<file path="src/rtl/sdc_mul.sv">
// shared signed multiplier with registered product
// depends on nothing

module sdc_mul (
  input  logic               clk,
  input  logic signed [35:0] a,
  input  logic signed [35:0] b,
  output logic signed [71:0] p
);

  always_ff @(posedge clk) begin
    p <= a * b;
  end

endmodule

</file>
<file path="config.mk">
export PLATFORM = sky130hd
export DESIGN_NAME = sdc_mul
export DESIGN_NICKNAME = d
export VERILOG_FILES = /design/src/rtl/sdc_mul.sv
export SDC_FILE = /design/constraint.sdc
export NUM_CORES = 2
export LEC_CHECK = 0
export BUFFER_PORTS_ARGS = -buffer_cell sky130_fd_sc_hd__buf_2
export CAP_MARGIN = 20
export CORE_MARGIN = 2
export CORE_UTILIZATION = 30
export CTS_BUF_LIST = sky130_fd_sc_hd__clkbuf_8
export CTS_CLUSTER_SIZE = 20
export DETAILED_ROUTE_END_ITERATION = 8
export HOLD_SLACK_MARGIN = 0.03
export PLACE_DENSITY = 0.45
export SYNTH_ARGS = -nofsm -noshare
export SYNTH_HDL_FRONTEND = slang
export SYNTH_SLANG_ARGS = --single-unit
export TNS_END_PERCENT = 10
</file>
<file path="constraint.sdc">
create_clock -name clk -period 13.9 [get_ports clk]
set_clock_uncertainty 0.1 [all_clocks]
set_input_delay 0.695 -clock clk [delete_from_list [all_inputs] [get_ports clk]]
set_output_delay 0.695 -clock clk [all_outputs]
set_load 0.02 [all_outputs]
</file>
# After elaboration in Yosys (flattened, before gate mapping)
# Cells that the tools add are included.
# word_totals
regBits,72
latchBits,0
mem_bits_rw,0
rom_bits,0
elab_cells,2
n_memories,0
# op_classes
n_addsub,0
multipliers,1
div_mod_pow,0
magnitude_cmp,0
eq_ne,0
shift,0
mux,0
bitwise_logic,0
n_reduce_logical,0
# ops
cell,n
multiplier 36 x 36 -> 72 bit,1

# Depth between registers and ports, before layout
# logic_depth
depth_word,1
ltp_mapped,30
mapped_depth_nobuf,27

# Least setup slack after synthesis
# OpenSTA, ideal clock, no wires.
# synth_timing
path_kind,input -> register
startpoint,input port a[35]
endpoint,register p[69]
setup_ps,131
arrival_time_ps,7943
required_ps,13669
setup_slack_ps,5727
stages,22
n_path_buf,3
cell_sequence,clkbuf_1 > clkbuf_1 > nand2_1 > inv_1 > fa_1 > fa_1 > fa_1 > fa_1 > fa_1 > fa_1 > fa_1 > fa_1 > ha_1 > clkbuf_1 > a21o_1 > a21o_1 > a21oi_1 > nand2_1 > and3_1 > a211oi_1 > o31ai_1 > xor2_1
# synth_via
elab_chain_len,1
# synth_lines
item,line,rtl
start: declaration,6,"input logic signed [35:0] a,"
multiplier 36 x 36 -> 72 bit,12,p <= a * b;
end signal: assignment,12,
end: declaration,8,output logic signed [71:0] p
# No other way between the ends.

# Worst setup path in the final report
# layout_timing
startpoint,input port b[0]
endpoint,register p[70]
# layout_via
elab_chain_len,1
# layout_lines
item,line,rtl
start: declaration,7,"input logic signed [35:0] b,"
multiplier 36 x 36 -> 72 bit,12,
# No other way between the ends.

==> run_results.csv <==
group,metric,value,unit
run_status,status,"finished, final reports clean",
route,postRouteAntennaNets,0,
sta,maxSlewViolCount,0,
grt,grt_use_total,0.1903,
sta,fmax,105.9,MHz
route,wl,146.7,mm
placed_design,hpwl,117.0,mm
logic_synthesis,synth_seq_area_share,0.03039,
layout,seqCellArea,0.001441,mm2
sta,period_needed,9.442,ns
layout,fillCellCount,16470,
critical_path,crit_required,14.24,ns
grt,antenna_found_initial,22,
layout,top_register,"p",
placed_design,place.gp.congestion,0.8257,
sta,worst-slew-pin-transition,1.104,ns
layout,largest_reg_flops,72,
layout,drive_gt1_frac,0.04599,
worst_hold_path,hold_path.class,"in2reg",
logic_synthesis,synthCells,5104,
critical_path,critical_path_class,"in2reg",
critical_path,cp_num_buf_inv,7,
grt,grt_pass1_wl,230.7,mm
sta,post-route-period-util,0.6793,
floorplanning,fp-row-count,145,
floorplanning,core_region_area,0.1566,mm2
logic_synthesis,synth_edf_count,0,
floorplanning,io_pins,145,
critical_path,cpPeakStageDelay,0.71,ns
logic_synthesis,yosys_register_bits,72,
clocking,cts_resized,0,
route,via_per_inst,4.602,
logic_synthesis,async_flop_share,0,
layout,top_regs,"p: 72 flops",
sta,hold_violations,0,
sta,finalSetupViolations,0,
grt,gr-total-overflow,0,
route,drtPass1Iterations,6,
logic_synthesis,syn_area,0.04743,mm2
critical_path,critPathMaxFanout,36,
layout,multi_input_area,0.03985,mm2
floorplanning,die_area,0.1613,mm2
sta,setup-tns-final,0,ns
critical_path,critPathSlowestCell,"fa_1",
logic_synthesis,yosysWarnings,0,
sta,rsz0062_at_grt,"false",
clocking,h-tree-depth,3,
floorplanning,start_util,0.3030,
logic_synthesis,ys.flop_type,"dfxtp_1",
floorplanning,die_w,401.6,um
placed_design,port_buffers,144,
grt,grt_max_degree,38,
worst_hold_path,whs_path_depth,2,
clocking,postCtsSetupBuffers,0,
critical_path,crit_family,"adder cells",
grt,grt_pass1_vias,36770,
worst_hold_path,hold_end,"p[0]",
floorplanning,die_height,401.6,um
logic_synthesis,syn-num-nets,6775,
critical_path,startpoint_type,"input pin",
logic_synthesis,ys_types,65,
critical_path,crit_arrival,9.79,ns
clocking,cts.sinks,72,
route,drt_iter0_drc,1655,
clocking,cts_buffers,9,
clocking,cts_root_buf,"clkbuf_8",
route,drc,0,
logic_synthesis,syn_area_per_cell,9.293,um2
layout,final_nets,6689,
sta,slew_headroom,0.2638,
critical_path,critPathMostFrequentCell,"fa_1",
layout,area_delta_synth_final,5.956,%
clocking,clockBufferDepth,2,
clocking,cts_tree,"yes",
clocking,cts-hold-fix-buffers,0,
clocking,clk_pin_slew,0.10,ns
route,vias,32610,
route,wire_per_inst,20.70,um
worst_hold_path,hp-start,"b[0]",
run,cap_violations,0,
critical_path,endpoint_kind,"register",
[cell type report]
class	instances	area share
Multi-Input combinational cell	3395	0.7929
Inverter	1344	0.1004
Timing Repair Buffer	196	0.02206
Tap cell	2058	0.05123
Sequential cell	72	0.02868
Clock inverter	7	0.002017
Clock buffer	9	0.002465
Antenna cell	5	0.0002490
[synth_stat cells, types with 10 or more instances]
master / instances / area share
fa_1: 1379 / 0.58
inv_1: 1344 / 0.11
nand2_1: 760 / 0.060
and2_1: 559 / 0.074
clkbuf_1: 287 / 0.023
ha_1: 219 / 0.058
dfxtp_1: 72 / 0.030
a21oi_1: 69 / 0.0073
xnor2_1: 52 / 0.0096
nor2_1: 43 / 0.0034
a21o_1: 37 / 0.0059
nor2b_1: 36 / 0.0047
o21ai_0: 29 / 0.0031
xor2_1: 28 / 0.0052
nand4_1: 20 / 0.0026
nand3_1: 18 / 0.0019
o21ai_1: 15 / 0.0016
nand2b_1: 12 / 0.0016
nor3_1: 11 / 0.0012
o21bai_1: 10 / 0.0016
[worst max-delay path by stage]
stage	start	cells after the start	endpoint
3_5_place_dp	b[0]	26	p[70]
6_report	b[0]	26	p[70]
5_1_grt	b[0]	26	p[70]
2_1_floorplan	a[35]	22	p[69]
4_1_cts	b[0]	26	p[70]
3_3_place_gp	b[0]	25	p[70]
[metrics by stage]
step                instance area (um2)  utilization  hold WS, ns  worst slack (ns)  instances
finish                            50260       0.3210       0.8562             4.458       7086
global route                      50250       0.3209       0.8358             4.132       7083
CTS                               50250       0.3209       0.7938             4.542       7081
detailed placement                50020       0.3195        1.010             3.971       7065
global placement                  50020       0.3194        1.012             3.561       7064
floorplan                         47430            -       0.9168             5.727       5104
[per-layer routing]
layer | track usage | vias to the layer above | share of wire
met4 | 0.04343 | 12 | 0.024
met2 | 0.3214 | 655 | 0.49
met5 | 0 | - | 0.00047
met3 | 0.02840 | 133 | 0.045
li1 | - | 14160 | -
met1 | 0.2568 | 17650 | 0.44
[kinds of logic after synthesis]
logic type / Yosys count / synth area share
DFF: 72 / 0.03039
adders and majority gates: 1598 / 0.6398
AOI/OAI and AO/OA: 228 / 0.03094
and+or+nand+nor: 1487 / 0.1539
buffers and inverters: 1637 / 0.1298
xor gates and xnor gates: 80 / 0.01477
muxes: 2 / 0.0004484
[layout by cell type (no fill, tap or decap), drive strengths merged, types with 3 or more instances in the layout]
cell / instances
fa: 1379
inv: 1347
nand2: 760
and2: 559
ha: 219
buf: 196
dfxtp: 72
a21oi: 70
xnor2: 52
o21ai: 46
nor2: 43
a21o: 37
nor2b: 36
xor2: 28
nand4: 20
nand3: 19
nand2b: 12
nor3: 11
o21bai: 10
a31oi: 9
clkbuf: 9
a211oi: 8
and3: 7
o21a: 7
or2: 6
diode: 5
or3: 5
o211ai: 4
o31ai: 4
a21boi: 4
o311ai: 4
a41oi: 3
a311oi: 3
o41ai: 3
Power is left out: the tool's default activity adds up to more than one toggle a clock period on the data nets, which glitch-free logic cannot reach.
