### config.mk
export PLATFORM = sky130hd
export DESIGN_NAME = sdc_div
export DESIGN_NICKNAME = d
export VERILOG_FILES = /design/src/rtl/sdc_pkg.sv /design/src/rtl/sdc_div.sv
export SDC_FILE = /design/constraint.sdc
export NUM_CORES = 1
export LEC_CHECK = 0
export BUFFER_PORTS_ARGS = -buffer_cell sky130_fd_sc_hd__buf_2
export CAP_MARGIN = 20
export CORE_UTILIZATION = 35
export DETAILED_ROUTE_END_ITERATION = 6
export GPL_ROUTABILITY_DRIVEN = 0
export PLACE_DENSITY_LB_ADDON = 0.1
export REMOVE_ABC_BUFFERS = 1
export SYNTH_ARGS = -nofsm -noshare
export SYNTH_HDL_FRONTEND = slang
export SYNTH_SLANG_ARGS = --single-unit
### constraint.sdc
create_clock -name clk -period 4.34 [get_ports clk]
set_clock_uncertainty 0.2 [all_clocks]
set_input_delay 0.217 -clock clk [delete_from_list [all_inputs] [get_ports clk]]
set_output_delay 0.217 -clock clk [all_outputs]
set_load 0.01 [all_outputs]
### src/rtl/sdc_pkg.sv
// shared types, constants and helpers for the stereo dynamics compressor
// used by the sequencer top level, the root table builder and the divider

package sdc_pkg;

  localparam logic signed [31:0] DB96_Q16 = 32'sd6291456;
  localparam logic [35:0] DB_PER_OCT_Q16 = 36'd394566;
  localparam logic [35:0] OCT_PER_DB_Q32 = 36'd713378626;
  localparam int ROOT_COUNT = 16;
  localparam int DIV_BITS = 43;
  localparam int DVSR_BITS = 22;

  typedef enum logic [3:0] {
    CFG_THRESHOLD  = 4'd0,
    CFG_KNEE_WIDTH = 4'd1,
    CFG_COMP_SLOPE = 4'd2,
    CFG_EXP_SLOPE  = 4'd3,
    CFG_GATE_THR   = 4'd4,
    CFG_ATTACK     = 4'd5,
    CFG_RELEASE    = 4'd6,
    CFG_OUT_GAIN   = 4'd7
  } cfg_idx_t;

  typedef enum logic [4:0] {
    S_IDLE, S_PEAK, S_SQ, S_SQW, S_MAG, S_MAGW, S_ENV0, S_ENVW, S_GC,
    S_CMPW, S_KX, S_KLO, S_KHI, S_KDIV, S_EXP, S_EXPW, S_CAP, S_GAIN0,
    S_GAINW, S_ROOT, S_ROOTW, S_SHN, S_OG, S_SL, S_SR, S_SRW, S_OUT
  } state_t;

  typedef enum logic [1:0] {
    RT_LOAD, RT_ITER, RT_DONE
  } rt_state_t;

  typedef struct packed {
    logic busy;
    logic done;
  } div_stat_t;

  // round half up by 2^30 and clamp to 24 bits
  function automatic logic [23:0] sat_round(input logic signed [71:0] v);
    logic signed [71:0] s;
    s = (v + 72'sd536870912) >>> 30;
    if (s > 72'sd8388607) return 24'h7FFFFF;
    else if (s < -72'sd8388608) return 24'h800000;
    else return s[23:0];
  endfunction

endpackage

### src/rtl/sdc_div.sv
// serial restoring divider, one quotient bit a cycle
// depends on sdc_pkg

module sdc_div (
  input  logic                                clk,
  input  logic                                rst,
  input  logic                                start,
  input  logic [sdc_pkg::DIV_BITS-1:0]        dividend,
  input  logic [sdc_pkg::DVSR_BITS-1:0]       divisor,
  output logic [sdc_pkg::DIV_BITS-1:0]        quotient,
  output sdc_pkg::div_stat_t                  stat
);

  logic [sdc_pkg::DVSR_BITS-1:0] rem;
  logic [sdc_pkg::DVSR_BITS:0]   trial;
  logic [5:0]                    cnt;

  assign trial = {rem, quotient[sdc_pkg::DIV_BITS-1]};

  always_ff @(posedge clk) begin
    if (rst) begin
      stat <= '0;
      cnt  <= '0;
    end else begin
      stat.done <= stat.busy && (cnt == 6'd1);
      if (start) begin
        quotient  <= dividend;
        rem       <= '0;
        cnt       <= 6'(sdc_pkg::DIV_BITS);
        stat.busy <= 1'b1;
      end else if (stat.busy) begin
        if (trial >= {1'b0, divisor}) begin
          rem      <= sdc_pkg::DVSR_BITS'(trial - {1'b0, divisor});
          quotient <= {quotient[sdc_pkg::DIV_BITS-2:0], 1'b1};
        end else begin
          rem      <= trial[sdc_pkg::DVSR_BITS-1:0];
          quotient <= {quotient[sdc_pkg::DIV_BITS-2:0], 1'b0};
        end
        cnt <= cnt - 6'd1;
        if (cnt == 6'd1) stat.busy <= 1'b0;
      end
    end
  end

endmodule

# After elaboration in Yosys (flattened, before gate mapping)
# Index checks and enable logic that the tools add are counted.
totals:
  regBits: 73
  input_bits: 68
  out_inout_bits: 45
  wordCells: 25
op_classes:
  addsub: 2
  order_cmp: 1
  eq_ne: 1
  n_mux: 10
  bitwise: 1
  reduce_logical: 4
ops:
  columns: ["operator", "count"]
  rows:
  - ["$mux W43", 2]
  - ["$mux W22", 2]
  - ["$ge A23 B22 Y1", 1]
  - ["$sub A22 B22 Y22", 1]
  - ["$mux W6", 2]
  - ["$eq A6 B1 Y1 const B", 1]
  - ["$sub A6 B1 Y6 const B", 1]
  - ["$mux W1", 4]
  - ["$reduce_and A2 Y1", 1]
  - ["$reduce_bool A2 Y1", 1]
  - ["$reduce_or A2 Y1", 1]
  - ["$logic_and A1 B1 Y1", 1]
  - ["$not A1 Y1", 1]

# Longest topological paths before layout
depth:
  depth_word: 4
  ltp_mapped: 13
  depth_no_buf: 12

# Worst setup path before layout
# No wires, ideal clock.
synth_timing:
  path_kind: "input port to flip-flop"
  start: "in start"
  end: "reg quotient[0] (netlist bit) (enable)"
  t_arrival_ns: 3.546
  t_required_ns: 3.650
  path_slack_ns: 0.104
  cell_stages: 4
  cell_sequence: "clkbuf_1 -> clkbuf_1 -> nor2_1 -> nor2_1"
synth_between:
  elab_chain_len: 2
synth_lines:
  columns: ["item", "line_no", "source"]
  rows:
  - ["start, declared", "sdc_div.sv:7", "input logic start,"]
  - ["$reduce_bool A2 Y1 (no source line)", null, null]
  - ["$reduce_and A2 Y1 (no source line)", null, null]
  - ["end signal, assigned", "sdc_div.sv:27", "quotient <= dividend;"]
  - ["end signal, assigned", "sdc_div.sv:34", "quotient <= {quotient[sdc_pkg::DIV_BITS-2:0], 1'b1};"]
  - ["end signal, assigned", "sdc_div.sv:37", "quotient <= {quotient[sdc_pkg::DIV_BITS-2:0], 1'b0};"]
  - ["end, declared", "sdc_div.sv:10", "output logic [sdc_pkg::DIV_BITS-1:0] quotient,"]
# Every way passes these cells.
# A chain may end at the register's enable or synchronous reset.

# Worst setup path in the final report
layout_timing:
  start: "reg rem[0] (netlist bit)"
  end: "reg rem[8] (netlist bit), data pin"
layout_between:
  elab_chain_len: 3
  word_cells_on_any_way: 4
  classes_between: "add/sub (1); order compare (1); mux (2)"
layout_lines:
  columns: ["item", "line_no", "source"]
  rows:
  - ["start, declared", "sdc_div.sv:14", "logic [sdc_pkg::DVSR_BITS-1:0] rem;"]
  - ["start signal, assigned", "sdc_div.sv:33", "rem <= sdc_pkg::DVSR_BITS'(trial - {1'b0, divisor});"]
  - ["start signal, assigned", "sdc_div.sv:36", "rem <= trial[sdc_pkg::DVSR_BITS-1:0];"]
  - ["$sub A22 B22 Y22 or $ge A23 B22 Y1 (tied branches)", "sdc_div.sv:33, sdc_div.sv:32", null]
  - ["$mux W22 *", "sdc_div.sv:32", "if (trial >= {1'b0, divisor}) begin"]
  - ["$mux W22 *", "sdc_div.sv:31", "end else if (stat.busy) begin"]
# Every way passes the cells marked *; elsewhere a longest branch is shown, timed or not. The select of a mux whose other input is x is not followed.

==> results.sh <==
export IMPL_status="completed"
export IMPL_antenna_found_initial=0
export IMPL_drv_slew=0
export IMPL_netlist_instances=383
export IMPL_setup_violations=0
export IMPL_cts_repair_resized=0
export IMPL_cap_viol_max_count=0
export IMPL_final_area_um2=5900
export IMPL_layout_drive_gt1_share_pct=34.4
export IMPL_grt_overflow_total=0
export IMPL_synth_top_flop_cell="edfxtp_1"
export IMPL_worstSetupPathType="register to register"
export IMPL_die_area_um2=13100
export IMPL_hold_violations=0
export IMPL_path_clk_slew_ns=0.06
export IMPL_layout_nets=630
export IMPL_grt_pass1_vias=3479
export IMPL_critical_path_buf_inv_count=1
export IMPL_drt_total_wl_um=10300
export IMPL_fin_setup_tns_ns=0
export IMPL_num_vias=3398
export IMPL_layout_common_cells="buf_2 (112), edfxtp_1 (65), dlygate4sd3_1 (44)"
export IMPL_fp_dieH_um=115
export IMPL_drt_iter0_drc=109
export IMPL_n_fill_cell=1132
export IMPL_tritoncts="built"
export IMPL_fp_coreArea_um2=12200
export IMPL_die_w_um=115
export IMPL_grtUsageTotal_pct=16.6
export IMPL_ys_async_sr_fraction_pct=0
export IMPL_cp_required_ns=4.21
export IMPL_ir_drop_uv=280
export IMPL_critPathMaxStageDelay_ns=0.79
export IMPL_p_per_area_nw_per_um2=368
export IMPL_period_share_pct=81.2
export IMPL_tightest_slew_ns=0.915
export IMPL_synth_seq_cells=73
export IMPL_max_freq_mhz=284
export IMPL_io_pins=113
export IMPL_synth_avg_cell_area_um2=11.6
export IMPL_cts_buffer_depth=2
export IMPL_grt_pass1_wl_um=16800
export IMPL_firstDrtPassIters=4
export IMPL_cp_top_family="compound AO/OA/AOI/OAI gates"
export IMPL_slew_limit_headroom_pct=39.0
export IMPL_numPortBuffers=112
export IMPL_htreeDepth=3
export IMPL_multi_input_area_um2=2140
export IMPL_grt_setup_unrepaired="false"
export IMPL_vias_per_cell=4.79
export IMPL_p_leak_uw=0.00251
export IMPL_ant_nets=0
export IMPL_cts_hold_buf=44
export IMPL_row_count=40
export IMPL_worst_hold_path_type="input pin to register"
export IMPL_regArea_um2=2110
export IMPL_start_util_pct=36.5
export IMPL_crit_arrival_ns=3.39
export IMPL_final_common_cell="buf_2"
export IMPL_ys_warn_count=0
export IMPL_drcViolationCount=0
export IMPL_ys_seq_area_share_pct=47.6
export IMPL_synth_top_cell_area_share_pct=44.0
export IMPL_finalCriticalPeriod_ns=3.52
export IMPL_synth_edf_count=65
export IMPL_critPathLaunchType="register"
export IMPL_dp_hpwl_um=6970
export IMPL_synth_area_leaders="edfxtp_1 (44%), mux2_2 (11%), ha_1 (6.8%)"
export IMPL_grt_max_degree=49
export IMPL_clkLatencyLatePin_ns=0.34
export IMPL_synth_top_area_cell="edfxtp_1"
export IMPL_crit_chain="ha_1, or2b_1, a21o_1, a31oi_4, a221o_2, a21oi_4, o31ai_4, buf_12, mux2i_1, nor2_1"
export IMPL_endpoint_kind="register"
export IMPL_root_buffer="clkbuf_16"
export IMPL_syn_area_um2=4440
export IMPL_placed_cell_area_um2=5180
export IMPL_ys_types=59
export IMPL_numCtsBuffers=9
export IMPL_area_growth_pct=33.1
export IMPL_wl_per_cell_um=14.5
export IMPL_postCtsSetupBuffers=0
export IMPL_cts_sinks=73
export IMPL_crit_path_top_delay_cell="o31ai_4"
export IMPL_crit_fanout=17
export IMPL_insertedDiodeCount=0
-- cells in the mapped netlist (8+ instances only) --
cell / number
edfxtp_1: 65
mux2_2: 43
nor2_1: 36
inv_1: 28
ha_1: 24
nand2_1: 17
xnor2_1: 17
a21oi_1: 16
mux2i_1: 13
nand2b_1: 9
clkbuf_1: 8
dfxtp_1: 8
o21ai_0: 8
-- routing by layer --
layer / global-route usage, % / up-vias / wire (um)
met5: 0 / - / 0
met4: 5.71 / 0 / 127
met3: 5.45 / 8 / 597
met2: 26.5 / 89 / 4730
met1: 21.2 / 1591 / 4820
li1: - / 1710 / -
-- registers in the layout, indices dropped and copies added, names as in the netlist --
| signal | count |
|---|---|
| stat | 2 |
| cnt | 6 |
| rem | 22 |
| quotient | 43 |
-- through the flow --
step	hold WS (ns)	instances	worst slack, ns	total power (uW)	utilization (%)
finish	0.170	709	0.816	2170	48.5
global route	0.184	709	0.529	2290	48.5
CTS	0.169	709	0.799	2200	48.5
detailed placement	0.322	650	0.821	1420	42.6
global placement	0.318	650	0.880	1420	42.6
floorplan	0.0894	367	0.361	1260	-
-- power breakdown --
group          total, uW  switching [uW]  internal [uW]
clock network        738             296            442
registers            875            32.6            843
logic                561             289            272
-- worst paths after layout --
kind / cells past startpoint / startpoint / to / slack [ns]
worst max-delay path: 10 / rem[0]$_SDFFCE_PP0P_ / rem[8]$_SDFFCE_PP0P_ / 0.82
worst min-delay path: 3 / divisor[0] / rem[0]$_SDFFCE_PP0P_ / 0.17
worst max register to register: 10 / rem[0]$_SDFFCE_PP0P_ / rem[8]$_SDFFCE_PP0P_ / 0.82
worst min register to register: 2 / cnt[4]$_SDFFE_PP0P_ / cnt[4]$_SDFFE_PP0P_ / 0.37
-- worst min-delay path, stage by stage --
cell and delay [ns]:
buf_2 0.09, ha_1 0.17, a211oi_2 0.07
-- area by class of cell --
type / count / area share, %
clock buffer: 10 / 3.88
clock inverter: 5 / 0.954
inverter: 28 / 1.78
multi-input combinational: 266 / 36.3
sequential: 73 / 35.8
tap: 168 / 3.56
timing repair buffer: 159 / 17.8
-- kinds of logic (layout without fill, tap and decap cells) --
group                      count (synthesis)  in the layout  share of synthesized area (%)
buffers and inverters                     44            202                           4.29
AOI/OAI and AO/OA                         67             67                           12.1
xor gates and xnor gates                  23             23                           4.54
adders and majority gates                 25             25                           7.22
and+or+nand+nor                           95             95                           10.4
DFF                                       73             73                           47.6
muxes                                     56             56                           13.9
Note: power is estimated with default switching activity, not from simulation.
