### src/rtl/sdc_pkg.sv
// shared types, constants and helpers for the stereo dynamics compressor
// used by the sequencer top level, the root table builder and the divider

package sdc_pkg;

  localparam logic signed [31:0] DB96_Q16 = 32'sd6291456;
  localparam logic [35:0] DB_PER_OCT_Q16 = 36'd394566;
  localparam logic [35:0] OCT_PER_DB_Q32 = 36'd713378626;
  localparam int ROOT_COUNT = 16;
  localparam int DIV_BITS = 43;
  localparam int DVSR_BITS = 22;

  typedef enum logic [3:0] {
    CFG_THRESHOLD  = 4'd0,
    CFG_KNEE_WIDTH = 4'd1,
    CFG_COMP_SLOPE = 4'd2,
    CFG_EXP_SLOPE  = 4'd3,
    CFG_GATE_THR   = 4'd4,
    CFG_ATTACK     = 4'd5,
    CFG_RELEASE    = 4'd6,
    CFG_OUT_GAIN   = 4'd7
  } cfg_idx_t;

  typedef enum logic [4:0] {
    S_IDLE, S_PEAK, S_SQ, S_SQW, S_MAG, S_MAGW, S_ENV0, S_ENVW, S_GC,
    S_CMPW, S_KX, S_KLO, S_KHI, S_KDIV, S_EXP, S_EXPW, S_CAP, S_GAIN0,
    S_GAINW, S_ROOT, S_ROOTW, S_SHN, S_OG, S_SL, S_SR, S_SRW, S_OUT
  } state_t;

  typedef enum logic [1:0] {
    RT_LOAD, RT_ITER, RT_DONE
  } rt_state_t;

  typedef struct packed {
    logic busy;
    logic done;
  } div_stat_t;

  // round half up by 2^30 and clamp to 24 bits
  function automatic logic [23:0] sat_round(input logic signed [71:0] v);
    logic signed [71:0] s;
    s = (v + 72'sd536870912) >>> 30;
    if (s > 72'sd8388607) return 24'h7FFFFF;
    else if (s < -72'sd8388608) return 24'h800000;
    else return s[23:0];
  endfunction

endpackage

### src/rtl/sdc_roots.sv
// builds the table of q30 roots 2^-(2^-k), k = 1 to 16, after reset by serial square root
// depends on sdc_pkg

module sdc_roots (
  input  logic        clk,
  input  logic        rst,
  input  logic [3:0]  idx,
  output logic [30:0] root,
  output logic        ready
);

  sdc_pkg::rt_state_t state, state_next;
  logic [30:0] tab [sdc_pkg::ROOT_COUNT];
  logic [30:0] t;
  logic [60:0] v, r, bitv, rnew, vnew;
  logic [4:0]  j;
  logic [3:0]  k;

  assign root  = tab[idx];
  assign ready = (state == sdc_pkg::RT_DONE);
  assign bitv  = 61'd1 << {j, 1'b0};

  always_comb begin
    vnew = v;
    if (v >= r + bitv) begin
      vnew = v - (r + bitv);
      rnew = (r >> 1) + bitv;
    end else begin
      rnew = r >> 1;
    end
    state_next = state;
    case (state)
      sdc_pkg::RT_LOAD: state_next = sdc_pkg::RT_ITER;
      sdc_pkg::RT_ITER: begin
        if (j == 5'd0) state_next = (k == 4'd15) ? sdc_pkg::RT_DONE : sdc_pkg::RT_LOAD;
      end
      sdc_pkg::RT_DONE: state_next = sdc_pkg::RT_DONE;
      default: state_next = sdc_pkg::RT_LOAD;
    endcase
  end

  always_ff @(posedge clk) begin
    if (rst) state <= sdc_pkg::RT_LOAD;
    else state <= state_next;
  end

  always_ff @(posedge clk) begin
    if (rst) begin
      t <= 31'd536870912;
      k <= '0;
    end else begin
      case (state)
        sdc_pkg::RT_LOAD: begin
          v <= {t, 30'd0};
          r <= '0;
          j <= 5'd29;
        end
        sdc_pkg::RT_ITER: begin
          v <= vnew;
          r <= rnew;
          j <= j - 5'd1;
          if (j == 5'd0) begin
            tab[k] <= rnew[30:0];
            t      <= rnew[30:0];
            k      <= k + 4'd1;
          end
        end
        default: ;
      endcase
    end
  end

endmodule

### config.mk
export PLATFORM = sky130hd
export DESIGN_NAME = sdc_roots
export DESIGN_NICKNAME = d
export VERILOG_FILES = /design/src/rtl/sdc_pkg.sv /design/src/rtl/sdc_roots.sv
export SDC_FILE = /design/constraint.sdc
export NUM_CORES = 1
export LEC_CHECK = 0
export BUFFER_PORTS_ARGS = -buffer_cell sky130_fd_sc_hd__buf_2
export CAP_MARGIN = 10
export CORE_ASPECT_RATIO = 0.5
export CORE_MARGIN = 3
export CORE_UTILIZATION = 50
export CTS_CLUSTER_DIAMETER = 200
export DETAILED_ROUTE_END_ITERATION = 10
export GPL_TIMING_DRIVEN = 0
export PLACE_DENSITY = 0.65
export SETUP_SLACK_MARGIN = 0.2
export SYNTH_ARGS = -nofsm -noshare
export SYNTH_HDL_FRONTEND = slang
export SYNTH_SLANG_ARGS = --single-unit
### constraint.sdc
create_clock -name clk -period 13.6 [get_ports clk]
set_clock_uncertainty 0.1 [all_clocks]
set_input_delay 2.72 -clock clk [delete_from_list [all_inputs] [get_ports clk]]
set_output_delay 2.72 -clock clk [all_outputs]
set_load 0.01 [all_outputs]
Word-level counts from Yosys, hierarchy flattened
Memories as Yosys holds them, arrays and structs flattened.
Cells that the tools add are included.
{"block": "totals", "register_bits": 164, "ram_bits": 496, "in_bits": 6, "output_inout_bits": 32, "n_memories": 1}
{"name": "tab", "depth": 16, "word_bits": 31, "read_ports": 1, "rd_ports_with_merged_regs": 0, "write_ports": 1, "line_no": "sdc_roots.sv:13", "rtl": "logic [30:0] tab [sdc_pkg::ROOT_COUNT];"}
{"block": "classes", "add_sub_neg": 5, "magnitude_cmp": 1, "n_eq_ne": 5, "shifts": 1, "muxes": 12, "n_bitwise": 1, "reduce_logical": 6}
{"cell": "61-bit case mux with 2 select lines", "count": 2}
{"cell": "61-bit two-way mux", "count": 2}
{"cell": "60-bit by 61-bit adder with 61-bit output", "count": 1}
{"cell": "61-bit adder", "count": 1}
{"cell": "61-bit greater-or-equal comparator", "count": 1}
{"cell": "1-bit by 6-bit << shifter with 61-bit output (first input constant)", "count": 1}
{"cell": "61-bit subtractor", "count": 1}
{"cell": "5-bit case mux with 2 select lines", "count": 1}
{"cell": "2-bit case mux with 3 select lines", "count": 1}
{"cell": "5-bit zero test", "count": 1}
{"cell": "5-bit by 1-bit subtractor with 5-bit output (second input constant)", "count": 1}
{"cell": "4-bit by 1-bit adder with 4-bit output (second input constant)", "count": 1}
{"cell": "4-bit equality test (second input constant)", "count": 1}
{"cell": "1-bit two-way mux", "count": 4}
{"cell": "2-bit two-way mux", "count": 2}
{"cell": "2-bit != test (second input constant)", "count": 2}
{"cell": "2-bit AND reduction", "count": 2}
{"cell": "3-bit AND reduction", "count": 1}
{"cell": "2-bit by 1-bit equality test with 1-bit output (second input constant)", "count": 1}
{"cell": "2-bit equality test (second input constant)", "count": 1}
{"cell": "2-bit zero test", "count": 1}
{"cell": "2-bit nonzero test", "count": 1}
{"cell": "1-bit NOT", "count": 1}

Depth between registers and ports, before layout
{"block": "depth", "ltp_word": 5, "mapped_depth": 30}

Least setup slack after synthesis
No wires, ideal clock.
{"block": "synth_path", "kind": "input to register", "start": "input port rst", "end": "register v[0], enable pin", "setup_time_ps": 573, "arrival_ps": 10331, "path_slack_ps": 2596, "stages": 3, "cell_sequence": "clkbuf_1 > nor2_1 > a21boi_0"}
{"block": "synth_via", "elab_chain_len": 2}
{"item": "from (decl)", "line_no": "sdc_roots.sv:6", "rtl": "input logic rst,"}
{"item": "1-bit NOT (no line)"}
{"item": "3-bit AND reduction (no line)"}
{"item": "to (signal assigned)", "line_no": "sdc_roots.sv:54", "rtl": "v <= {t, 30'd0};"}
{"item": "to (signal assigned)", "line_no": "sdc_roots.sv:59", "rtl": "v <= vnew;"}
{"item": "to (decl)", "line_no": "sdc_roots.sv:15", "rtl": "logic [60:0] v, r, bitv, rnew, vnew;"}
No other way between the ends.
A chain may end at the register's enable or synchronous reset.

Worst setup path in the final report
{"block": "layout_path", "start": "register j[3]", "end": "memory tab[5][30] (data pin)"}
{"block": "layout_via", "elab_chain_len": 4, "elab_cells_between_ends": 5, "cone_classes": "2 x add/sub; 1 x order compare; 1 x shift; 1 x mux"}
{"item": "from (decl)", "line_no": "sdc_roots.sv:16", "rtl": "logic [4:0] j;"}
{"item": "from (signal assigned)", "line_no": "sdc_roots.sv:61", "rtl": "j <= j - 5'd1;"}
{"item": "1-bit by 6-bit << shifter with 61-bit output (*)", "line_no": "sdc_roots.sv:21", "rtl": "assign bitv = 61'd1 << {j, 1'b0};"}
{"item": "61-bit adder", "line_no": "sdc_roots.sv:25", "rtl": "if (v >= r + bitv) begin"}
{"item": "61-bit greater-or-equal comparator", "line_no": "sdc_roots.sv:25"}
{"item": "61-bit two-way mux (*)", "line_no": "sdc_roots.sv:25"}
{"item": "net rnew[30]", "line_no": "sdc_roots.sv:15"}
{"item": "to (decl)", "line_no": "sdc_roots.sv:13"}
Mark *: on every way through the listed nets, which the timed path passes. The rest lies on a longest branch.

==> impl_metrics.json <==
{
  "synth_async_sr_flop_share_pct": 0,
  "die_area_mm2": 0.07066,
  "place_inst": 3478,
  "drt_iter0_markers": 2888,
  "die_x_um": 372.9,
  "syn_avg_cell_area_um2": 13.25,
  "rsz0062_at_grt": "false",
  "cp-end-kind": "flip-flop",
  "cts.htree.levels": 2,
  "intPower_mw": 3.777,
  "grt.overflow.total": 0,
  "clkLatencyLatePin_ns": 0.66,
  "p_sw_mw": 1.718,
  "cts_num_sinks": 660,
  "drv_slew": 0,
  "yosys.area.top_type": "edfxtp_1",
  "cts.root.buffer_cell": "clkbuf_16",
  "area_growth_syn_to_layout_pct": 10.91,
  "cts_buffer_depth": 3,
  "grt_max_degree": 33,
  "clock.fmax_ghz": 0.1129,
  "synth_top_area_share_pct": 55.58,
  "r2r_setup_slack_ns": 4.74,
  "hold_path_class": "flip-flop to flip-flop",
  "finalSetupViolCount": 0,
  "place_congestion": 0.9571,
  "syn-instance-count": 2540,
  "syn_area_mm2": 0.03366,
  "grt_pass1_vias": 21970,
  "stdcell_count": 3591,
  "synth_top_family_by_area": "compound AO/OA/AOI/OAI gates",
  "drive_above_1_share_pct": 14.16,
  "vias": 22676,
  "wl_per_cell_um": 26.18,
  "dp_slack_ns": 4.756,
  "ys_ff_latch": 660,
  "whs_ns": 0.4044,
  "status": "completed",
  "synth_compound_area_share_pct": 11.00,
  "synthMuxAreaShare_pct": 10.55,
  "initial_core_util_pct": 51.15,
  "yosysWarnings": 0,
  "synth_most_common_cell": "edfxtp_1",
  "finalHoldViolCount": 0,
  "grt_use_total_pct": 26.59,
  "dpl-instance-area_mm2": 0.03538,
  "drt_pass1_iterations": 6,
  "pwr_density_cell_mw_per_mm2": 147.2,
  "synth_nets": 2677,
  "seqPwrFrac_pct": 45.3,
  "drt-total-wl_um": 94020,
  "synth_edf_count": 623,
  "p_sw_share_pct": 31.27,
  "netlist_top_cells_area": "edfxtp_1 (56%), mux4_2 (10%), ha_1 (4.8%)",
  "synthSimpleGateAreaFrac_pct": 9.415,
  "p_total_mw": 5.495,
  "dpl.hpwl_um": 65750,
  "vias_per_cell": 6.315,
  "pwr-share-comb_pct": 23.7,
  "cts_hold_buffers": 0,
  "slew_headroom_pct": 22.40,
  "io_pins": 38,
  "placementRows": 66,
  "tightest_slew_ns": 1.155,
  "synth_adder_area_share_pct": 4.951,
  "cts_tree": "built",
  "crit_arrival_ns": 9.05,
  "critPathKind": "flip-flop to flip-flop",
  "postRouteAntennaNets": 0,
  "fp.dieH_um": 189.5,
  "nNetsFinal": 2792,
  "io_buffers": 34,
  "synth.distinct_cells": 88,
  "cts_setup_buffers": 0,
  "synth_xor_area_share_pct": 4.345,
  "design_area_mm2": 0.03733,
  "ctsResizeCount": 0,
  "ys_seq_area_share_pct": 57.78,
  "fin_ws_ns": 4.741,
  "post-route-period-util_pct": 65.14,
  "power_leakage_nw": 12.53,
  "period_minus_slack_ns": 8.859,
  "required_ns": 13.79,
  "core_mm2": 0.06582,
  "clkPwrFrac_pct": 31.0,
  "synth_ff_type": "edfxtp_1",
  "vdd_drop_max_mv": 0.1269,
  "drv_cap": 0,
  "antenna_found_initial": 1,
  "clkSlewWorstSetupHoldPaths_ns": 0.07,
  "drc": 0,
  "synth_common_cells": "edfxtp_1 (623), nor2_1 (204), nand2_1 (196)",
  "grt_pass1_wl_um": 140900,
  "worstSetupStartpointType": "flip-flop",
  "cts_buffers": 59,
  "critPathMaxFanout": 16
}
-- kinds of logic (layout without fill, tap and decap cells) --
kind of cell	after synthesis	in the layout
simple gates	672	672
flops	660	660
compound gates	575	575
buf+inv	172	337
xor+xnor	167	167
mux	161	161
fa+ha+maj	133	133
other cells	0	2
-- sequential cells by signal, indices dropped and copies added, names as in the netlist --
name	cells
j	5
k	4
r	61
state	2
t	31
tab	496
v	61
-- through the flow --
stage	utilization (%)	TNS, ns
6_report	56.73	0
2_1_floorplan	-	0
5_1_grt	56.72	0
4_1_cts	56.72	0
3_3_place_gp	53.09	-116.59
3_5_place_dp	53.75	0
-- placed cells by master (no fill, tap or decap), drive strengths merged, types with 37 or more instances in the layout --
| cell type | synthesis | routed |
|---|---|---|
| dfxtp | 37 | 37 |
| clkbuf | 82 | 154 |
| xnor2 | 81 | 81 |
| a21oi | 192 | 192 |
| mux4 | 155 | 155 |
| ha | 130 | 130 |
| o21ai | 137 | 137 |
| nor2 | 204 | 204 |
| nand4 | 50 | 50 |
| nand3 | 39 | 39 |
| buf | 24 | 78 |
| inv | 66 | 70 |
| a31oi | 52 | 52 |
| edfxtp | 623 | 623 |
| xor2 | 86 | 86 |
| nand2 | 196 | 196 |
-- critical path, stage by stage (launching register included) --
cell and delay (ns):
edfxtp_1 0.50, or2_2 0.34, clkbuf_1 0.21, nor2_1 0.43, ha_1 0.29, ha_1 0.25, o211ai_1 0.12, o21ai_2 0.22
a21boi_2 0.13, o211ai_1 0.41, a21oi_1 0.22, o21ai_0 0.47, nand2_1 0.20, a21oi_1 0.21, o21ai_0 0.11, xor2_1 0.18
ha_1 0.28, clkbuf_1 0.29, nand2_1 0.16, nor2_1 0.26, nand3_1 0.29, nor4_1 0.39, nand4_1 0.19, and3b_1 0.25
o221ai_1 0.32, buf_2 0.49, mux2i_1 0.72, inv_1 0.41
-- layout make-up --
type                       count  area [um2]
antenna                        2       5.005
buffer                       106       412.9
clock buffer                  72        1588
clock inverter                39       364.1
fill                        5336       28480
inverter                      66       247.7
multi-input combinational   1708       13590
sequential                   660       19450
tap                          884        1106
timing repair buffer          54       570.5
-- power groups by stage --
stage / clock, mW / sequential (mW) / combinational (mW)
floorplan: 0 / 2.51 / 0.896
global placement: 0 / 2.54 / 1.25
detailed placement: 0 / 2.53 / 1.27
CTS: 1.73 / 2.49 / 1.28
global route: 1.81 / 2.49 / 1.43
finish: 1.70 / 2.49 / 1.30
-- routing by layer --
layer | routed length, um | global-route usage (%) | vias up | share of wire (%)
met3 | 8444 | 4.491 | 133 | 9.0
li1 | - | - | 10091 | -
met5 | 0 | 0 | - | 0
met4 | 1967 | 6.271 | 0 | 2.1
met1 | 41360 | 39.49 | 11397 | 44
met2 | 42240 | 41.27 | 1055 | 45
-- path summary, 6_finish.rpt --
path                               from                     to  depth (start not counted)
setup reg to reg     j[3]$_SDFFCE_PN1P_   tab[5][30]$_DFFE_PP_                         27
setup / recovery     j[3]$_SDFFCE_PN1P_   tab[5][30]$_DFFE_PP_                         27
hold / removal    state[0]$_SDFFE_PP0P_  state[0]$_SDFFE_PP0P_                          1
hold reg to reg   state[0]$_SDFFE_PP0P_  state[0]$_SDFFE_PP0P_                          1
(Power assumes the default switching activity.)
